<file path="config.mk">
export PLATFORM = sky130hd
export DESIGN_NAME = sls_cell
export DESIGN_NICKNAME = d
export VERILOG_FILES = /design/src/rtl/core/sls_pkg.sv /design/src/rtl/core/sls_cell.sv
export SDC_FILE = /design/constraint.sdc
export NUM_CORES = 1
export LEC_CHECK = 0
export BUFFER_PORTS_ARGS = -buffer_cell sky130_fd_sc_hd__buf_2
export CAP_MARGIN = 20
export CORE_ASPECT_RATIO = 0.7
export CORE_MARGIN = 2
export CORE_UTILIZATION = 56
export DETAILED_ROUTE_END_ITERATION = 16
export HOLD_SLACK_MARGIN = 0.08
export PLACE_DENSITY = 0.86
export SYNTH_ARGS = -nofsm -noshare
export SYNTH_HDL_FRONTEND = slang
export SYNTH_SLANG_ARGS = --single-unit
</file>
<file path="constraint.sdc">
create_clock -name i_clk -period 10.31 [get_ports i_clk]
set_input_delay 0 -clock i_clk [delete_from_list [all_inputs] [get_ports i_clk]]
set_output_delay 0 -clock i_clk [all_outputs]
set_load 0.005 [all_outputs]
</file>
<file path="src/rtl/core/sls_pkg.sv">
`default_nettype none

package sls_pkg;

    // list capacities
    localparam int MAX_TEST_STARS = 256;
    localparam int MAX_REF_STARS  = 256;
    localparam int TEST_IDX_W     = (MAX_TEST_STARS > 1) ? $clog2(MAX_TEST_STARS) : 1;
    localparam int REF_IDX_W      = (MAX_REF_STARS > 1) ? $clog2(MAX_REF_STARS) : 1;
    localparam int TEST_CNT_W     = $clog2(MAX_TEST_STARS + 1);
    localparam int REF_CNT_W      = $clog2(MAX_REF_STARS + 1);

    // shift-counter chain
    localparam int NUM_CELLS  = 16;
    localparam int CELL_IDX_W = (NUM_CELLS > 1) ? $clog2(NUM_CELLS) : 1;

    localparam int COORD_W = 13;   // rounded pixel coordinate, 0..4096
    localparam int SHIFT_W = 14;   // signed shifts and coordinate differences
    localparam int HIT_W   = 17;
    localparam int TOL_W   = 8;
    localparam int DIM_W   = 13;

    localparam logic [DIM_W-1:0] WIDTH_RST    = 13'd1024;
    localparam logic [DIM_W-1:0] HEIGHT_RST   = 13'd1024;
    localparam logic [TOL_W-1:0] TOL_RST      = 8'd10;
    localparam logic [HIT_W-1:0] MIN_HITS_RST = 17'd1;

    localparam logic [1:0] REQ_CLEAR    = 2'd0;
    localparam logic [1:0] REQ_LOAD_TST = 2'd1;
    localparam logic [1:0] REQ_LOAD_REF = 2'd2;
    localparam logic [1:0] REQ_SEARCH   = 2'd3;

    localparam logic [1:0] REG_WIDTH    = 2'd0;
    localparam logic [1:0] REG_HEIGHT   = 2'd1;
    localparam logic [1:0] REG_TOL      = 2'd2;
    localparam logic [1:0] REG_MIN_HITS = 2'd3;

    typedef logic signed [SHIFT_W-1:0] t_shift;

    typedef struct packed {
        logic [COORD_W-1:0] x;
        logic [COORD_W-1:0] y;
    } t_star;

    // one test/reference pair moving down the chain
    typedef struct packed {
        logic                      valid;
        logic                      last;
        logic signed [SHIFT_W-1:0] pdy;
    } t_pair;

    // one dy candidate and its hit counter
    typedef struct packed {
        logic                      live;
        logic signed [SHIFT_W-1:0] dy;
        logic [HIT_W-1:0]          count;
    } t_slot;

    // floor(v + 0.5) for 12.4 fixed point
    function automatic logic [COORD_W-1:0] round_fix(input logic [15:0] v);
        logic [16:0] s;
        s = {1'b0, v} + 17'd8;
        return s[16:4];
    endfunction

    // |a - b| <= tol
    function automatic logic hit_within(input t_shift a, input t_shift b,
                                        input logic [TOL_W-1:0] tol);
        logic [SHIFT_W:0] d;
        logic [SHIFT_W:0] m;
        d = {a[SHIFT_W-1], a} - {b[SHIFT_W-1], b};
        m = d[SHIFT_W] ? (~d + 1'b1) : d;
        return m <= {{(SHIFT_W + 1 - TOL_W){1'b0}}, tol};
    endfunction

endpackage

`default_nettype wire

</file>
<file path="src/rtl/core/sls_cell.sv">
`default_nettype none

module sls_cell import sls_pkg::*; (
    input  wire logic             i_clk,
    input  wire logic             i_rst_n,
    input  wire logic             i_shift,
    input  wire logic [TOL_W-1:0] i_tol,
    input  wire t_pair            i_pair,
    input  wire t_slot            i_slot,
    output t_pair                 o_pair,
    output t_slot                 o_slot
);

    t_pair r_pair;
    t_slot r_slot;
    logic  w_hit;

    assign w_hit = i_pair.valid && hit_within(r_slot.dy, i_pair.pdy, i_tol);

    always_ff @(posedge i_clk) begin
        if (!i_rst_n) begin
            r_pair <= '0;
        end else begin
            r_pair <= i_pair;
        end
    end

    // shift mode drains the counter and loads the next dy; else count hits
    always_ff @(posedge i_clk) begin
        if (i_shift) begin
            r_slot <= i_slot;
        end else if (w_hit && (r_slot.count != {HIT_W{1'b1}})) begin
            r_slot.count <= r_slot.count + HIT_W'(1);
        end
    end

    assign o_pair = r_pair;
    assign o_slot = r_slot;

endmodule

`default_nettype wire

</file>
==> out/results.txt <==
run status: completed
CP max stage delay: 0.87 ns
warning count from the yosys run: 0
via count of the first global-routing pass: 3,076
pwr/cell area: 133 nW/µm²
area enclosed by the die boundary: 6740 µm²
Critical Path Slowest Stage Cell: sky130_fd_sc_hd__o41ai_4
async set or reset register ratio after synthesis: 0%
number of vias per cell after detailed routing: 5.63
deepest clock path buffer count: 2
area growth from synthesis to final layout: 33.3%
worst-case register-to-register setup slack: 4.89 ns
post-synthesis instance area: 3410 µm²
Chip Height: 69.3 µm
most instantiated flip-flop cell in the synthesis netlist: sky130_fd_sc_hd__edfxtp_1
antenna violations before repair: 0
measured slew at the worst slew-check pin: 1.08 ns
P_leak: 2.03 nW
placement row count: 23
setup repair after global routing missed its margin: no
quantity of I/O buffers inserted on ports: 106
cts repair resizes: 0
length of routed met3 wiring: 690 µm
startpoint kind of the worst setup timing path: flip-flop
most used cells in the layout excluding fill and tap cells: sky130_fd_sc_hd__buf_2, sky130_fd_sc_hd__dlygate4sd3_1, sky130_fd_sc_hd__edfxtp_1
data required time of the critical path: 10.24 ns
number of cells on the worst reg-to-reg path: 18
mean area per synthesized cell: 9.63 µm²
leading cell type in the layout, fill and taps excluded: sky130_fd_sc_hd__buf_2
final design instance area without fill: 4550 µm²
maximum number of pins on one net before global-route repair: 49
Antenna Diode Count: 0
max-slew violation total from the final report: 0
critical path class: flip-flop to flip-flop
Placeable Area: 5810 µm²
number of flops mapped to enable cells by yosys: 32
Reg2Reg Capture Point: o_slot[5]
CTS tree: built
TNS Setup: 0 ns
hold endpoint: o_pair[0]
drt first pass iters: 4
max-cap check violation count: 0
DRC violation count after routing: 0
top sig layer: met4
WL final: 9.00 mm
number of hold buffers added after cts: 48
dominant delay contributor by cell family on the critical path: compound AO/OA/AOI/OAI gates
Final Cycle Share: 52.6%
global placer's final weighted congestion: 0.883
Data arrival, critical path: 5.35 ns
first-iteration detailed-routing DRC count: 179
number of top-level pins: 107
Setup crit end kind: flip-flop
class of the most critical hold timing path: input port to flip-flop
Total Nets Final: 586
top cell type's share of synthesized area: 28.2%
routed length per instance: 15.6 µm
cell breakdown of the critical path: inv_1 -> ha_1 -> inv_1 -> fa_1 -> a21oi_1 -> or3b_1 -> nand3_1 -> a21oi_1 -> o21ai_0 -> xnor2_1 -> ha_1 -> nand4_1 -> o211ai_1 -> o311a_1 -> nor2b_1 -> a31oi_1 -> o311a_1 -> o41ai_4
global routing usage summed across all routing layers: 26.0%
source-to-sink clock delay at the later pin of the worst-skew pair: 0.31 ns
worst hold path depth: 2
sequential area share after synthesis: 37.6%
wire length of the first global-routing pass: 14.3 mm
total stage count of the critical path: 18
Max FO, Critical Path: 17
setup violation total in the final timing report: 0
sum of net half-perimeters after detailed placement: 6.14 mm
number of distinct library cell variants in the gate-level netlist after synthesis: 66
Num CTS Buffers: 5
fraction of layout cells with a size suffix above 1: 27.3%
library cell with the largest summed area after synthesis: sky130_fd_sc_hd__edfxtp_1
clock-pin slew of the registers on the worst-case setup and hold paths: 0.09 ns
initial cell density of the core: 58.7%
achievable clock frequency: 0.184 GHz
Sink Count: 48
final critical path time including I/O delays and setup: 5.42 ns
count of mapped cells out of synthesis: 354
Detail Route met2 WL: 4.32 mm
count of antenna-violating nets left after detailed routing: 0
placed cell area: 3960 µm²
post-synthesis net count: 439
Worst Hold Launch: i_rst_n
hold violation total from the final report: 0
Post-Route M1 WL: 3.88 mm
number of buffer and inverter stages on the critical path: 2
peak supply drop: 0.0000849 V
reg-to-reg startpoint: o_slot[17]
Chip Width: 97.3 µm
total overflow reported by the global router: 0
register bit count reported by yosys: 48
H-tree depth: 2
setup clock skew after layout: 0.0109 ns
number of buffers inserted by post-CTS setup repair: 0
cells taking the most area after synthesis: sky130_fd_sc_hd__edfxtp_1, sky130_fd_sc_hd__dfxtp_1, sky130_fd_sc_hd__ha_1, sky130_fd_sc_hd__xnor2_1, sky130_fd_sc_hd__and2_1
vias post-DR: 3,249
clock tree root buffer cell: sky130_fd_sc_hd__clkbuf_8
worst slew margin relative to its limit: 27.5%
kinds of logic after synthesis:
kind of cell	after synthesis	share of synthesized area [%]
compound gates	76	17.1
xor+xnor	28	7.19
fa+ha+maj	26	9.76
buf+inv	43	5.76
flops	48	37.6
mux	5	1.54
simple gates	128	21.1
Yosys cell counts (2+ instances only):
| cell | n |
|---|---|
| sky130_fd_sc_hd__o21a_1 | 4 |
| sky130_fd_sc_hd__a211oi_2 | 3 |
| sky130_fd_sc_hd__o21ai_0 | 21 |
| sky130_fd_sc_hd__o31a_1 | 3 |
| sky130_fd_sc_hd__and3_1 | 7 |
| sky130_fd_sc_hd__mux2_2 | 2 |
| sky130_fd_sc_hd__nor2_1 | 17 |
| sky130_fd_sc_hd__o21ai_2 | 2 |
| sky130_fd_sc_hd__a32oi_1 | 2 |
| sky130_fd_sc_hd__nor4_1 | 3 |
| sky130_fd_sc_hd__mux2i_1 | 3 |
| sky130_fd_sc_hd__o311a_1 | 2 |
| sky130_fd_sc_hd__a21o_1 | 5 |
| sky130_fd_sc_hd__a31oi_1 | 3 |
| sky130_fd_sc_hd__nand2_1 | 26 |
| sky130_fd_sc_hd__clkbuf_1 | 8 |
| sky130_fd_sc_hd__inv_1 | 29 |
| sky130_fd_sc_hd__and2_1 | 20 |
| sky130_fd_sc_hd__and4_1 | 2 |
| sky130_fd_sc_hd__edfxtp_1 | 32 |
| sky130_fd_sc_hd__dfxtp_1 | 16 |
| sky130_fd_sc_hd__nor2b_1 | 4 |
| sky130_fd_sc_hd__nand3b_1 | 2 |
| sky130_fd_sc_hd__a21oi_1 | 10 |
| sky130_fd_sc_hd__xor2_1 | 13 |
| sky130_fd_sc_hd__ha_1 | 25 |
| sky130_fd_sc_hd__nor3_1 | 7 |
| sky130_fd_sc_hd__buf_6 | 4 |
| sky130_fd_sc_hd__xnor2_1 | 15 |
| sky130_fd_sc_hd__nand3_1 | 18 |
| sky130_fd_sc_hd__nand2b_1 | 3 |
| sky130_fd_sc_hd__and3_4 | 2 |
| sky130_fd_sc_hd__a211o_1 | 2 |
| sky130_fd_sc_hd__or2_1 | 2 |
| sky130_fd_sc_hd__nand4_1 | 4 |
| sky130_fd_sc_hd__o21ai_1 | 2 |
| sky130_fd_sc_hd__a211oi_1 | 2 |
state kept, by name, summed over array words and instances (netlist names):
name,count
o_pair,16
o_slot,32
layer usage:
layer  up-vias  track usage (%)
met5         -                0
met4         0             6.94
met3        12             5.95
met2       150             44.8
met1      1520             33.1
li1       1567                -
power breakdown:
| group | internal (W) | total (W) | switching [W] | leakage (nW) |
|---|---|---|---|---|
| clock | 0.0000721 | 0.000137 | 0.0000649 | 0.0552 |
| combinational | 0.000108 | 0.000236 | 0.000128 | 1.53 |
| sequential | 0.000222 | 0.000232 | 0.00000995 | 0.449 |
| total | 0.000402 | 0.000605 | 0.000203 | 2.03 |
worst reg2reg max path, stage by stage, from the launching register on:
cell                       delay (ns)
sky130_fd_sc_hd__edfxtp_1        0.38
sky130_fd_sc_hd__inv_1           0.07
sky130_fd_sc_hd__ha_1            0.17
sky130_fd_sc_hd__inv_1           0.06
sky130_fd_sc_hd__fa_1            0.45
sky130_fd_sc_hd__a21oi_1         0.26
sky130_fd_sc_hd__or3b_1          0.19
sky130_fd_sc_hd__nand3_1         0.13
sky130_fd_sc_hd__a21oi_1         0.57
sky130_fd_sc_hd__o21ai_0         0.27
sky130_fd_sc_hd__xnor2_1         0.21
sky130_fd_sc_hd__ha_1            0.33
sky130_fd_sc_hd__nand4_1         0.11
sky130_fd_sc_hd__o211ai_1        0.22
sky130_fd_sc_hd__o311a_1         0.23
sky130_fd_sc_hd__nor2b_1         0.22
sky130_fd_sc_hd__a31oi_1         0.11
sky130_fd_sc_hd__o311a_1         0.20
sky130_fd_sc_hd__o41ai_4         0.87
through the flow:
step                      util (%)  cells  setup slack [ns]  hold WS (ns)  power (W)
after floorplan                  -    354              5.42        0.0989   0.000389
after global placement        68.1    521              5.36         0.176   0.000437
after detailed placement      68.1    521              5.08         0.178   0.000450
after CTS                     78.2    577              5.02        0.0955   0.000600
after global routing          78.2    577              4.59         0.116   0.000635
final                         78.2    577              4.89        0.0960   0.000605
final cells by class:
type / instances / area, µm²
clock buffer: 6 / 72.6
clock inverter: 2 / 35.0
fill: 384 / 1270
inverter: 29 / 109
multi-input combinational: 263 / 1940
sequential: 48 / 1280
tap: 75 / 93.8
timing repair buffer: 154 / 1010
worst max-delay path by stage:
stage | from | endpoint | slack, ns
after floorplan | o_slot[17] | o_slot[0] | 5.42
after global placement | o_slot[17] | o_slot[10] | 5.36
after detailed placement | o_slot[17] | o_slot[5] | 5.08
after CTS | o_slot[17] | o_slot[5] | 5.02
after global routing | o_slot[17] | o_slot[2] | 4.59
final | o_slot[17] | o_slot[5] | 4.89
Power figures use the tool's default switching activity.
